### src/rtl/adtc_pkg.sv
// adtc_pkg: shared types, constants and the color wheel for the
// autoranging distance-to-color block. No dependencies.

package adtc_pkg;

  localparam int DIST_W       = 16;
  localparam int COLOR_W      = 8;
  localparam int POS_W        = 8;
  localparam int QUEUE_DEPTH  = 2;
  localparam int QPTR_W       = $clog2(QUEUE_DEPTH);
  localparam int QCNT_W       = $clog2(QUEUE_DEPTH + 1);
  localparam int DIV_CNT_W    = $clog2(POS_W);

  localparam logic [DIST_W-1:0]  LIMIT_RESET = 16'd4000;
  localparam logic [DIST_W-1:0]  DIST_MAX    = 16'hFFFF;
  localparam logic [POS_W-1:0]   POS_MAX     = 8'd255;
  localparam logic [POS_W-1:0]   SEG_ONE     = 8'd85;
  localparam logic [POS_W-1:0]   SEG_TWO     = 8'd170;
  localparam logic [COLOR_W-1:0] COLOR_FULL  = 8'd255;

  // one request handed from front to back
  typedef struct packed {
    logic [DIST_W-1:0] reading;
    logic [DIST_W-1:0] lo;
    logic [DIST_W-1:0] ah;
  } job_t;

  typedef struct packed {
    logic [COLOR_W-1:0] r;
    logic [COLOR_W-1:0] g;
    logic [COLOR_W-1:0] b;
  } rgb_t;

  function automatic rgb_t wheel(input logic [POS_W-1:0] pos);
    rgb_t c;
    logic [POS_W-1:0] q;
    logic [COLOR_W-1:0] t;
    c = '0;
    if (pos < SEG_ONE) begin
      q = pos;
    end else if (pos < SEG_TWO) begin
      q = pos - SEG_ONE;
    end else begin
      q = pos - SEG_TWO;
    end
    t = COLOR_W'(q * 8'd3);
    if (pos < SEG_ONE) begin
      c.r = t;
      c.g = COLOR_FULL - t;
    end else if (pos < SEG_TWO) begin
      c.r = COLOR_FULL - t;
      c.b = t;
    end else begin
      c.g = t;
      c.b = COLOR_FULL - t;
    end
    return c;
  endfunction

endpackage

### src/rtl/adtc_front.sv
// adtc_front: classifies readings, tracks the observed range and issues
// requests for changed distances. Depends on adtc_pkg.

module adtc_front (
  input  logic                         clk,
  input  logic                         rst,
  input  logic                         cfg_wr_en,
  input  logic [adtc_pkg::DIST_W-1:0]  cfg_wr_data,
  input  logic                         accept,
  input  logic [adtc_pkg::DIST_W-1:0]  distance_mm,
  input  logic                         timed_out,
  output logic                         push,
  output adtc_pkg::job_t               job
);

  logic [adtc_pkg::DIST_W-1:0] limit;
  logic [adtc_pkg::DIST_W-1:0] last;
  logic [adtc_pkg::DIST_W-1:0] lo;
  logic [adtc_pkg::DIST_W-1:0] ah;
  logic [adtc_pkg::DIST_W-1:0] lo_next;
  logic [adtc_pkg::DIST_W-1:0] ah_next;
  logic                        in_range;

  assign in_range = !timed_out && (distance_mm <= limit);

  always_comb begin
    ah_next = ah;
    if (distance_mm >= ah) begin
      ah_next = (distance_mm != adtc_pkg::DIST_MAX) ? distance_mm + 16'd1
                                                    : adtc_pkg::DIST_MAX;
    end
    lo_next = (distance_mm < lo) ? distance_mm : lo;
  end

  assign push        = accept && in_range && (distance_mm != last);
  assign job.reading = distance_mm;
  assign job.lo      = lo_next;
  assign job.ah      = ah_next;

  always_ff @(posedge clk) begin
    if (rst) begin
      limit <= adtc_pkg::LIMIT_RESET;
      last  <= '0;
      lo    <= adtc_pkg::DIST_MAX;
      ah    <= '0;
    end else begin
      if (cfg_wr_en) begin
        limit <= cfg_wr_data;
      end
      if (accept && in_range) begin
        lo <= lo_next;
        ah <= ah_next;
      end
      if (push) begin
        last <= distance_mm;
      end
    end
  end

endmodule

### src/rtl/adtc_fifo.sv
// adtc_fifo: short request queue between front and back.
// Depends on adtc_pkg.

module adtc_fifo (
  input  logic           clk,
  input  logic           rst,
  input  logic           push,
  input  adtc_pkg::job_t wr_job,
  input  logic           pop,
  output adtc_pkg::job_t rd_job,
  output logic           full,
  output logic           empty
);

  adtc_pkg::job_t                mem [adtc_pkg::QUEUE_DEPTH];
  logic [adtc_pkg::QPTR_W-1:0]   wr_ptr;
  logic [adtc_pkg::QPTR_W-1:0]   rd_ptr;
  logic [adtc_pkg::QCNT_W-1:0]   count;

  assign full   = (count == adtc_pkg::QCNT_W'(adtc_pkg::QUEUE_DEPTH));
  assign empty  = (count == '0);
  assign rd_job = mem[rd_ptr];

  always_ff @(posedge clk) begin
    if (push) begin
      mem[wr_ptr] <= wr_job;
    end
  end

  always_ff @(posedge clk) begin
    if (rst) begin
      wr_ptr <= '0;
      rd_ptr <= '0;
      count  <= '0;
    end else begin
      if (push) begin
        wr_ptr <= (wr_ptr == adtc_pkg::QPTR_W'(adtc_pkg::QUEUE_DEPTH - 1)) ? '0
                                                                         : wr_ptr + 1'b1;
      end
      if (pop) begin
        rd_ptr <= (rd_ptr == adtc_pkg::QPTR_W'(adtc_pkg::QUEUE_DEPTH - 1)) ? '0
                                                                         : rd_ptr + 1'b1;
      end
      if (push && !pop) begin
        count <= count + 1'b1;
      end else if (pop && !push) begin
        count <= count - 1'b1;
      end
    end
  end

endmodule

### src/rtl/adtc_back.sv
// adtc_back: restoring divider for the wheel position, color wheel and
// output register. Depends on adtc_pkg.

module adtc_back (
  input  logic                          clk,
  input  logic                          rst,
  input  logic                          empty,
  input  adtc_pkg::job_t                job,
  output logic                          pop,
  output logic                          out_valid,
  input  logic                          out_stall,
  output logic [adtc_pkg::COLOR_W-1:0]  red,
  output logic [adtc_pkg::COLOR_W-1:0]  green,
  output logic [adtc_pkg::COLOR_W-1:0]  blue
);

  localparam logic [1:0] S_IDLE = 2'd0;
  localparam logic [1:0] S_DIV  = 2'd1;
  localparam logic [1:0] S_DONE = 2'd2;

  logic [1:0]                       state;
  logic [adtc_pkg::DIST_W-1:0]      rem;
  logic [adtc_pkg::DIST_W-1:0]      den;
  logic [adtc_pkg::POS_W-1:0]       quo;
  logic [adtc_pkg::DIV_CNT_W-1:0]   cnt;
  logic                             sat;
  logic [adtc_pkg::DIST_W:0]        shifted;
  logic                             fits;
  logic                             out_free;
  adtc_pkg::rgb_t                   color;

  assign sat      = (job.reading >= job.ah) || (job.ah <= job.lo);
  assign pop      = (state == S_IDLE) && !empty;
  assign shifted  = {rem, 1'b0};
  assign fits     = shifted >= {1'b0, den};
  assign out_free = !out_valid || !out_stall;
  assign color    = adtc_pkg::wheel(quo);

  always_ff @(posedge clk) begin
    if (rst) begin
      state     <= S_IDLE;
      cnt       <= '0;
      out_valid <= 1'b0;
    end else begin
      if (state == S_DONE && out_free) begin
        out_valid <= 1'b1;
      end else if (!out_stall) begin
        out_valid <= 1'b0;
      end
      case (state)
        S_IDLE: begin
          if (!empty) begin
            cnt   <= '0;
            state <= sat ? S_DONE : S_DIV;
          end
        end
        S_DIV: begin
          cnt <= cnt + 1'b1;
          if (cnt == adtc_pkg::DIV_CNT_W'(adtc_pkg::POS_W - 1)) begin
            state <= S_DONE;
          end
        end
        S_DONE: begin
          if (out_free) begin
            state <= S_IDLE;
          end
        end
        default: begin
          state <= S_IDLE;
        end
      endcase
    end
  end

  // datapath, no reset needed
  always_ff @(posedge clk) begin
    if (pop) begin
      rem <= job.reading - job.lo;
      den <= job.ah - job.lo;
      quo <= sat ? adtc_pkg::POS_MAX : '0;
    end else if (state == S_DIV) begin
      rem <= fits ? adtc_pkg::DIST_W'(shifted - {1'b0, den})
                  : shifted[adtc_pkg::DIST_W-1:0];
      quo <= {quo[adtc_pkg::POS_W-2:0], fits};
    end
    if (state == S_DONE && out_free) begin
      red   <= color.r;
      green <= color.g;
      blue  <= color.b;
    end
  end

endmodule

### src/rtl/autoranging_distance_to_color.sv
// autoranging_distance_to_color: top level, front classifier, request
// queue and divider back end. Depends on adtc_pkg, adtc_front, adtc_fifo, adtc_back.
//
//   channel | direction | handshake            | payload
//   --------+-----------+----------------------+----------------------------
//   in      | sink      | in_valid / in_stall  | distance_mm[15:0], timed_out
//   out     | source    | out_valid / out_stall| red, green, blue [7:0]
//   cfg     | sink      | cfg_wr_en            | cfg_wr_data[15:0] (limit)
//
// a reading is taken while in_valid is high and in_stall low; the front updates the
// range at once and queues a request only when the distance changed and is in range
// in the back end each request passes through a load, eight steps of the
// bit-per-cycle restoring divider and a wait to enter the output register
// (saturated positions skip the divider)
// in_stall rises only when the two-entry request queue is full
// out_stall holds the output register; the back end waits with a finished color
// rst is synchronous: limit returns to 4000, range and last distance clear

module autoranging_distance_to_color (
  input  logic                          clk,
  input  logic                          rst,
  input  logic                          cfg_wr_en,
  input  logic [adtc_pkg::DIST_W-1:0]   cfg_wr_data,
  input  logic                          in_valid,
  output logic                          in_stall,
  input  logic [adtc_pkg::DIST_W-1:0]   distance_mm,
  input  logic                          timed_out,
  output logic                          out_valid,
  input  logic                          out_stall,
  output logic [adtc_pkg::COLOR_W-1:0]  red,
  output logic [adtc_pkg::COLOR_W-1:0]  green,
  output logic [adtc_pkg::COLOR_W-1:0]  blue
);

  // queue handshake between the halves
  logic           accept;
  logic           push;
  logic           pop;
  logic           full;
  logic           empty;
  adtc_pkg::job_t wr_job;
  adtc_pkg::job_t rd_job;

  // front stalls only on a full queue, even for readings that would be dropped
  assign in_stall = full;
  assign accept   = in_valid && !in_stall;

  adtc_front u_front (
    .clk         (clk),
    .rst         (rst),
    .cfg_wr_en   (cfg_wr_en),
    .cfg_wr_data (cfg_wr_data),
    .accept      (accept),
    .distance_mm (distance_mm),
    .timed_out   (timed_out),
    .push        (push),
    .job         (wr_job)
  );

  adtc_fifo u_fifo (
    .clk    (clk),
    .rst    (rst),
    .push   (push),
    .wr_job (wr_job),
    .pop    (pop),
    .rd_job (rd_job),
    .full   (full),
    .empty  (empty)
  );

  adtc_back u_back (
    .clk       (clk),
    .rst       (rst),
    .empty     (empty),
    .job       (rd_job),
    .pop       (pop),
    .out_valid (out_valid),
    .out_stall (out_stall),
    .red       (red),
    .green     (green),
    .blue      (blue)
  );

  // no request enters a full queue
  a_no_push_full: assert property (@(posedge clk) disable iff (rst)
    push |-> !full) else $error("request pushed into full queue");

  // back end never takes from an empty queue
  a_no_pop_empty: assert property (@(posedge clk) disable iff (rst)
    pop |-> !empty) else $error("request popped from empty queue");

  // a timed-out reading never produces a request
  a_timeout_dropped: assert property (@(posedge clk) disable iff (rst)
    (accept && timed_out) |-> !push) else $error("timed-out reading queued");

  // a pop leaves the queue with room for the front
  a_pop_frees: assert property (@(posedge clk) disable iff (rst)
    (pop && !push) |=> !full) else $error("queue still full after pop");

endmodule

### config.mk
export PLATFORM = sky130hd
export DESIGN_NAME = autoranging_distance_to_color
export DESIGN_NICKNAME = d
export VERILOG_FILES = /design/src/rtl/adtc_pkg.sv /design/src/rtl/adtc_front.sv /design/src/rtl/adtc_fifo.sv /design/src/rtl/adtc_back.sv /design/src/rtl/autoranging_distance_to_color.sv
export SDC_FILE = /design/constraint.sdc
export NUM_CORES = 1
export LEC_CHECK = 0
export BUFFER_PORTS_ARGS = -buffer_cell sky130_fd_sc_hd__buf_2
export CAP_MARGIN = 20
export CORE_MARGIN = 2
export CORE_UTILIZATION = 50
export CTS_CLUSTER_DIAMETER = 200
export DETAILED_ROUTE_END_ITERATION = 8
export GPL_ROUTABILITY_DRIVEN = 0
export MAX_ROUTING_LAYER = met4
export PLACE_DENSITY_LB_ADDON = 0.1
export SYNTH_ARGS = -nofsm -noshare
export SYNTH_HDL_FRONTEND = slang
export SYNTH_SLANG_ARGS = --single-unit
### constraint.sdc
create_clock -name clk -period 14.25 [get_ports clk]
set_clock_uncertainty 0.2 [all_clocks]
set_input_delay 1.425 -clock clk [delete_from_list [all_inputs] [get_ports clk]]
set_output_delay 1.425 -clock clk [all_outputs]
set_load 0.005 [all_outputs]
==> results.md, run 1 <==
Timing:
- The headroom to the max-slew limit is 0.304.
- Setup repair after global routing left no endpoint under its margin.
- In the final timing run, aggregate negative setup slack is 0 ps.
- The minimum setup slack in the final design is ~9400 ps.
- The number of endpoints failing setup at the final stage is 0.
- The worst-margin pin slew is 1040 ps.
- The final critical delay including setup and external delays is 4830 ps.
- The total count of max-transition violations in the final report came to 0.
- The achievable frequency is around 0.21 GHz.
- In the finished design, the share of the clock period the worst path needs comes to 0.339.
- The number of hold violations in the final report was 0.

Clocking:
- The clock tree root buffer cell is sky130_fd_sc_hd__clkbuf_16.
- Gates resized during post-CTS repair numbered 0.
- The buffer depth of the longest clock path is 3.
- The H-tree depth is 1.
- Buffers inserted to repair hold after CTS numbered 0.
- The worst-skew pair later-pin latency is about 530 ps.
- The number of clock sinks is 235.
- The CTS buffer count is 26.
- The TritonCTS clock tree is done.
- The post-CTS setup buffer count is 0.
- The clock edge transition at the registers on the reported setup and hold paths is 60 ps.

Placement:
- The HPWL after detailed placement is roughly 21000 um.
- Before CTS, the worst setup slack after placement is about 9100 ps.
- The number of placed instances, taps included is 1684.
- Port buffering added 63 buffers.

Pwr:
- Power spread over the standard cell area amounts to ~250 nW/um2.
- The share of total power dissipated in combinational logic is 0.522.
- The standby leakage power is around 0.0064 uW.
- In this run the power spent charging and discharging nets is 1460 uW.
- The switching fraction of total power is 0.386.
- The maximum VDD drop is between 0.15 and 0.2 mV.
- The sequential share of power is 0.291.
- The cell internal power dissipation is between 2000 and 2500 uW.
- The share of total power dissipated in the clock network is 0.187.

Setup path:
- The slack of the worst reg-to-reg path is 9420 ps.
- The required time of the critical path is between 10000 and 15000 ps.
- STA puts the critical path data arrival time at slightly below 5000 ps.
- The worst setup path is captured at a register.
- The type of the worst setup path is register to register.
- Of all nets on the critical path, the largest fanout is 48.
- The type of element launching the critical path is a register.

Floorplan:
- The core region is around 27000 um2.
- For this design the top-level I/O count stands at 64.
- The starting density of the core is 0.511.
- The die covers slightly below 30000 um2.
- The die extent in x is 170 um.
- The number of placement rows is 60.
- From bottom edge to top edge, the die measures between 150 and 200 um.

Logic synthesis:
- Counting every net in the synthesized netlist gives roughly 1.5k.
- The number of storage elements in the synthesis netlist is around 240.
- The sequential cell area fraction in the yosys report is 0.457.
- The number of warning messages in the yosys log is 0.
- Counting every instance in the synthesized netlist gives ~1.3k.
- After synthesis, the netlist uses 69 different library cells.
- The dominant synthesized flop cell is sky130_fd_sc_hd__edfxtp_1.
- Counting flops with a built-in enable in the synthesized netlist gives 160.
- In this run the cell area of the synthesized design comes to around 14000 um2.
- The fraction of registers with async set or reset after synthesis is 0.
- The per-instance average area after synthesis is around 10 um2.

Cells and area:
- The number of nets at the end of the flow is 1552.
- The top cell types in the final layout, fill and taps aside, are sky130_fd_sc_hd__edfxtp_1, sky130_fd_sc_hd__ha_1, sky130_fd_sc_hd__nand2_1.
- The fraction of final layout cells sized beyond drive strength 1 is 0.113.
- The count of cells in the finished layout, fillers not included, comes to 1734.
- Compared with the post-synthesis result, the final layout area differs by 11.2%.
- The number of antenna diodes is 0.
- The most common library cell in the layout ignoring fill and taps is sky130_fd_sc_hd__edfxtp_1.

Global route:
- The largest net degree at the start of global routing is between 50 and 60.
- The global-route wire length before repair is ~47000 um.
- The initial antenna violation count is 0.
- The global-route total usage across every layer is 0.208.
- The number of global-route vias before repair is around 9.2k.
- The aggregate global routing overflow is 0.

Detailed routing:
- The routed via count is ~9.5k.
- The routed length per instance is about 17 um.
- The count of antenna-violating nets left after detailed routing is 0.
- The total detailed-routing wirelength is approximately 29000 um.
- The number of remaining DRC errors is 0.
- The post-detailed-route via-to-cell ratio is about 5.5.
- After the first detailed-routing iteration, the DRC count stood at roughly 550.
- The pre-antenna-repair detailed-routing pass consisted of 5 iterations.

Flow run:
- Max-cap violations in this run came to 0.

Run status:
- The flow ran to the end, and the final reports show no timing, DRC or antenna violations.

Min path:
- The tightest min-delay check is of the register to register type.
## logic make-up after synthesis
family	count (synthesis)	synth area share
simple gates	326	0.109
compound gates	282	0.134
flops	235	0.457
buf+inv	166	0.0468
fa+ha+maj	141	0.130
mux	100	0.0745
xor+xnor	76	0.0482
## metal layers
metal  global-route usage  vias to the layer above  part of all wire
met5                    -                        -                 0
met4               0.0591                        0             0.024
met3               0.0223                       52             0.037
met2                0.340                      162              0.46
met1                0.277                     4410              0.48
li1                     -                     4843                 -
## area by class of cell
class	instances	area, um2
Fill cell	2374	11700
Multi-Input combinational cell	925	6860
Sequential cell	235	6310
Clock buffer	29	683
Tap cell	341	427
Timing Repair Buffer	74	425
Inverter	111	417
Clock inverter	19	230
## final timing paths
| kind | cells past startpoint | end | start |
|---|---|---|---|
| worst max-delay path | 13 | u_back.quo[3]$_DFFE_PP_ | register |
| worst max register to register | 13 | u_back.quo[3]$_DFFE_PP_ | register |
| worst min-delay path | 2 | u_front.limit[7]$_SDFFE_PP1P_ | u_front.limit[7]$_SDFFE_PP1P_ |
| worst min register to register | 2 | u_front.limit[7]$_SDFFE_PP1P_ | u_front.limit[7]$_SDFFE_PP1P_ |
## flip-flops by register name, summed over array words and instances (netlist names), named ones only
signal and cells:
u_back.red 8, u_fifo.rd_ptr 1, u_back.blue 8, u_fifo.mem 96
u_back.green 8, u_back.den 16, u_back.out_valid 1, u_back.cnt 3
u_back.quo 8, u_front.last 16, u_fifo.count 2, u_front.ah 16
u_front.limit 16, u_back.state 2, u_front.lo 16, u_fifo.wr_ptr 1
u_back.rem 16
## metrics by stage
stage          hold WS, ps  total power (uW)  utilization  cell area, um2
2_1_floorplan          254              2650            -           13800
3_3_place_gp           274              3050        0.533           14400
3_5_place_dp           277              3080        0.533           14400
4_1_cts                289              3810        0.566           15300
5_1_grt                314              4140        0.568           15300
6_report               286              3790        0.568           15300
## power by group through the flow
stage,Clock [uW],Sequential (uW),Combinational (uW)
2_1_floorplan,0,1110,1540
3_3_place_gp,0,1120,1930
3_5_place_dp,0,1120,1960
4_1_cts,726,1110,1980
5_1_grt,748,1120,2270
6_report,709,1100,1980
## worst max-delay path: stages, from the launching register on
cell,delay (ps)
sky130_fd_sc_hd__dfxtp_2,310
sky130_fd_sc_hd__buf_4,580
sky130_fd_sc_hd__mux2_2,440
sky130_fd_sc_hd__ha_1,220
sky130_fd_sc_hd__fa_1,410
sky130_fd_sc_hd__nor2b_1,130
sky130_fd_sc_hd__o21ai_0,130
sky130_fd_sc_hd__a21o_1,220
sky130_fd_sc_hd__a21oi_1,390
sky130_fd_sc_hd__a22o_1,220
sky130_fd_sc_hd__o21ai_0,70
sky130_fd_sc_hd__a31oi_1,610
sky130_fd_sc_hd__nand2_1,350
sky130_fd_sc_hd__a21boi_0,210
## synth_stat cells, drive strengths merged, types with 8 or more instances
cell    count  area, um2
a211oi     11       82.6
a21boi      8       60.1
a21o       32        240
a21oi      75        379
a311oi     12        105
and2       12       75.1
buf        11       63.8
clkbuf     44        165
dfxtp      75       1500
edfxtp    160       4800
ha        137       1710
inv       109        409
mux2       22        248
mux2i      78        781
nand2     112        420
nand2b     10       62.6
nand3      13       65.1
nand4      20        125
nor2      101        389
nor2b      13       81.3
nor3       13       65.1
o211ai     23        173
o21a       20        150
o21ai      64        320
or3        11       68.8
xnor2      55        482
xor2       21        184
Power figures use the tool's default switching activity.
==> run 2: changes to the inputs <==
--- a/config.mk
+++ b/config.mk
@@ -5,6 +5,7 @@
 export SDC_FILE = /design/constraint.sdc
 export NUM_CORES = 1
 export LEC_CHECK = 0
+export ABC_AREA = 1
 export BUFFER_PORTS_ARGS = -buffer_cell sky130_fd_sc_hd__buf_2
 export CAP_MARGIN = 20
 export CORE_MARGIN = 2
==> constraint.sdc (replaced) <==
create_clock -name clk -period 4.35 [get_ports clk]
set_clock_uncertainty 0.2 [all_clocks]
set_input_delay 0.435 -clock clk [delete_from_list [all_inputs] [get_ports clk]]
set_output_delay 0.435 -clock clk [all_outputs]
set_load 0.005 [all_outputs]
==> run 2 against run 1 <==
Compared with the run above:
- flip-flop and latch count unchanged
- clock power rose to 3.1 times the previous value
- routed wire length up 26%
- critical path type unchanged
- critical endpoint is now u_back.blue[7]$_SDFFCE_PP0P_
- highest routed layer unchanged
==> results.md, run 2 <==
Floorplan:
- The die extent in x is 178 um (+4.6%).
- The boundary pin count is 64 (unchanged).
- The core region area is 29700 um2 (+10%).
- The number of placement rows came to 63 (+5.0%).
- The total die area came to 31700 um2 (+9.5%).
- The starting density of the core was 0.509 (-0.00106).
- The height of the die is 178 um (+4.6%).

Flow run:
- The max-capacitance violation count is 0 (unchanged).

Pwr:
- The power share of the combinational group is 0.569 (+0.047).
- The maximum VDD drop is 0.519 mV (+180%).
- The cell area power density came to 795 nW/um2 (+220%).
- The net switching power of the design is 5920 uW (+300%).
- The sequential share of power was 0.269 (-0.022).
- The standby leakage power is 0.00808 uW (+27%).
- The clock group share of total power is 0.162 (-0.025).
- The cell internal power dissipation is 7470 uW (+220%).
- The switching fraction of total power was 0.442 (+0.0561).

Clocking:
- TritonCTS built the clock tree.
- The H-tree depth is 1 (unchanged).
- The buffer depth of the longest clock path came to 3 (unchanged).
- The post-CTS setup buffer count is 0 (unchanged).
- The worst-skew pair later-pin latency is 530 ps (about the same).
- The clock edge transition at the registers on the reported setup and hold paths is 60 ps (about the same).
- The number of clock sinks is 235 (unchanged).
- The clock tree root buffer cell is sky130_fd_sc_hd__clkbuf_16.
- The CTS buffer count was 27 (+3.8%).

Logic synthesis:
- The per-instance average area after synthesis was 8.15 um2 (-22%).
- The number of nets in the synthesized netlist is 2036 (+35%).
- The number of storage elements in the synthesis netlist came to 235 (unchanged).
- The summed instance area of the synthesized netlist is 15100 um2 (+9.7%).
- The fraction of registers with async set or reset after synthesis is 0 (unchanged).
- The post-synthesis cell count was 1857 (+40%).
- The most used flip-flop cell after synthesis is sky130_fd_sc_hd__edfxtp_1.
- The number of library cell types mapped by synthesis is 48 (-30%).
- By count the netlist is led by sky130_fd_sc_hd__nand2_1, sky130_fd_sc_hd__inv_1, sky130_fd_sc_hd__edfxtp_1, sky130_fd_sc_hd__ha_1, sky130_fd_sc_hd__nor2_1.
- The sequential cell area fraction in the yosys report is 0.416 (-0.0405).
- In the post-synthesis netlist, the biggest area contributors are sky130_fd_sc_hd__edfxtp_1, sky130_fd_sc_hd__nand2_1, sky130_fd_sc_hd__ha_1.
- Among all cell types in the netlist, the one instantiated most often is sky130_fd_sc_hd__nand2_1.
- The number of warning messages in the yosys log is 0 (unchanged).
- The number of flops mapped to enable cells by yosys is 160 (unchanged).
- The top-area cell type share of the netlist area is 0.317 (-0.0309).
- The biggest area consumer among synthesized cells is sky130_fd_sc_hd__edfxtp_1.

Setup path:
- By instance count, the cell type seen most on the critical path is sky130_fd_sc_hd__nand2_1.
- Traced cell by cell, the critical path runs through inv_1 > ha_1 > inv_1 > nand2_1 > nand2_1 > nand3_1 > nand2_2 > buf_4 > o211ai_1 > xor2_1 > ha_1 > a21oi_1 > o21ai_2 > nand2_1 > nand2_1 > a21oi_1 > inv_1 > nand3_1 > nand2_1 > ha_1 > inv_1 > nor2_1.
- The required time of the critical path is 4430 ps (-9890 ps).
- The largest incremental delay on the critical path was 440 ps (-170 ps).
- The arrival time reported for the critical path endpoint is 3980 ps (-920 ps).
- The slowest cell on the critical path is sky130_fd_sc_hd__edfxtp_1.
- STA classifies the critical path startpoint as a register.
- The type of element capturing the critical path is a register.
- The slack of the worst reg-to-reg path came to 450 ps (-8980 ps).
- The maximum fanout along the worst path came to 16 (-67%).
- The type of the worst setup path is register to register.

Cells and area:
- The fraction of final layout cells sized beyond drive strength 1 is 0.103 (-0.00999).
- The number of nets at the end of the flow is 2112 (+36%).
- The number of standard cells in the layout, taps in and fillers out is 2343 (+35%).
- Leaving out fill and tap cells, the most frequent cells in the layout are sky130_fd_sc_hd__nand2_1, sky130_fd_sc_hd__inv_1, sky130_fd_sc_hd__edfxtp_1.
- Leaving out fill and tap cells, the most frequent cell in the layout is sky130_fd_sc_hd__nand2_1.
- The post-route core utilization was 0.567 (-0.00116).
- The number of flip-flops under the largest register name is 96 (unchanged).
- The number of antenna diodes is 0 (unchanged).
- The post-route cell area was 16800 um2 (+9.7%).
- The register containing the most flip-flops in the final layout is u_fifo.mem.
- The area growth from synthesis to layout was 11.2% (about the same).

Run status:
- The run finished with clean final reports.

Detailed routing:
- The number of search-and-repair iterations in the first detailed-routing pass was 5 (unchanged).
- The number of remaining DRC errors was 0 (unchanged).
- The first-iteration detailed-routing DRC count is 530 (-4.3%).
- The post-detailed-route via-to-cell ratio is 5.20 (-4.8%).
- The total detailed-routing wirelength is 36000 um (+26%).
- The routed length per instance is 15.4 um (-7.1%).
- The count of antenna-violating nets left after detailed routing came to 0 (unchanged).
- The routed via count is 12.2k (+29%).

Timing:
- The total count of max-transition violations in the final report is 0 (unchanged).
- The final cycle utilization of the critical path was 0.897 (+0.559).
- The number of hold violations in the final report is 0 (unchanged).
- The minimum setup slack in the final design came to 447 ps (-8980 ps).
- The worst-margin pin slew was 1000 ps (-39.5 ps).
- The final critical delay including setup and external delays came to 3900 ps (-924 ps).
- The final sum of negative setup slack is 0 ps (unchanged).
- Setup repair after global routing left no endpoint under its margin.
- The headroom to the max-slew limit is 0.329 (+0.0256).
- The number of endpoints failing setup at the final stage is 0 (unchanged).
- The achievable frequency is 0.256 GHz (+24%).

Placement:
- The post-detailed-placement cell area was 15800 um2 (+10%).
- The HPWL after detailed placement came to 26200 um (+25%).
- The number of placed instances, taps included is 2280 (+35%).
- The pre-CTS setup slack came to 298 ps (-8830 ps).
- The number of buffer cells added on primary ports is 63 (unchanged).

Global route:
- The aggregate global routing overflow is 0 (unchanged).
- The global-route wire length before repair is 59000 um (+26%).
- The number of global-route vias before repair is 12.0k (+30%).
- The initial antenna violation count came to 0 (unchanged).
- The global-route total usage across every layer is 0.240 (+0.0319).
- The largest net degree at the start of global routing is 50 (-7.4%).

Min path:
- The tightest min-delay check is of the input pin to register type.
## run 2: changes by cell type in the layout (fill, tap and decap cells not counted), moves of 40 or more
cell / delta
sky130_fd_sc_hd__nand2_1: +368
sky130_fd_sc_hd__inv_1: +157
sky130_fd_sc_hd__nand3_1: +90
sky130_fd_sc_hd__mux2i_1: -63
sky130_fd_sc_hd__a21oi_1: +48
sky130_fd_sc_hd__xnor2_1: -40
## run 2: worst max-delay path, delay by kind of cell (launching register included)
kind / cells / cell delay [ps]
and+or+nand+nor: 9 / 760
xor gates and xnor gates: 1 / 290
adders and majority gates: 3 / 780
DFF: 1 / 440
buffers and inverters: 5 / 580
AOI/OAI and AO/OA: 4 / 590
## run 2: repair_timing
action | 4_1_cts | 5_1_grt
resized for setup | 0 | 5
setup endpoints to repair | 0 | 2
hold endpoints to repair | 14 | 0
hold buffers | 14 | 0
## run 2: metal layers
metal / share of wire / track usage / wire (um)
met4: 0.028 / 0.0741 / 1020
met3: 0.033 / 0.0234 / 1190
met5: 0 / - / 0
met1: 0.46 / 0.309 / 16700
met2: 0.47 / 0.402 / 17100
## run 2: worst paths after layout
path	from	to	depth (start not counted)
max	u_back.quo[1]$_DFFE_PP_	u_back.blue[7]$_SDFFCE_PP0P_	22
min	cfg_wr_data[1]	u_front.limit[1]$_SDFFE_PP0P_	3
max reg2reg	u_back.quo[1]$_DFFE_PP_	u_back.blue[7]$_SDFFCE_PP0P_	22
min reg2reg	u_fifo.rd_ptr$_SDFFE_PP0P_	u_fifo.rd_ptr$_SDFFE_PP0P_	1
## run 2: power by group through the flow
stage / registers (uW) / clock network (uW) / logic (uW)
CTS: 3600 / 2220 / 7620
detailed placement: 3640 / 0 / 7560
finish: 3600 / 2170 / 7620
floorplan: 3590 / 0 / 5810
global placement: 3620 / 0 / 7400
global route: 3650 / 2310 / 8950
## run 2: through the flow
stage	power, uW	hold WS (ps)
2_1_floorplan	9400	226
3_3_place_gp	11000	237
3_5_place_dp	11200	248
4_1_cts	13400	12.4
5_1_grt	14900	30.1
6_report	13400	30.5
## run 2: area by class of cell
cell class	count	area, um2
Tap cell	390	488
Timing Repair Buffer	93	588
Sequential cell	235	6310
Multi-Input combinational cell	1300	7570
Fill cell	2816	12900
Clock inverter	7	61.3
Clock buffer	42	792
Inverter	276	1040
## run 2: kinds of logic (layout without fill, tap and decap cells)
family | Yosys count | count (layout) | share of synthesized area
AO/OA/AOI/OAI | 251 | 251 | 0.0897
XOR/XNOR | 47 | 47 | 0.0272
adder cells (fa/ha/maj) | 141 | 141 | 0.119
buffers and inverters | 322 | 418 | 0.0854
flip-flops | 235 | 235 | 0.416
multiplexers | 29 | 29 | 0.0203
AND/OR/NAND/NOR | 832 | 832 | 0.242
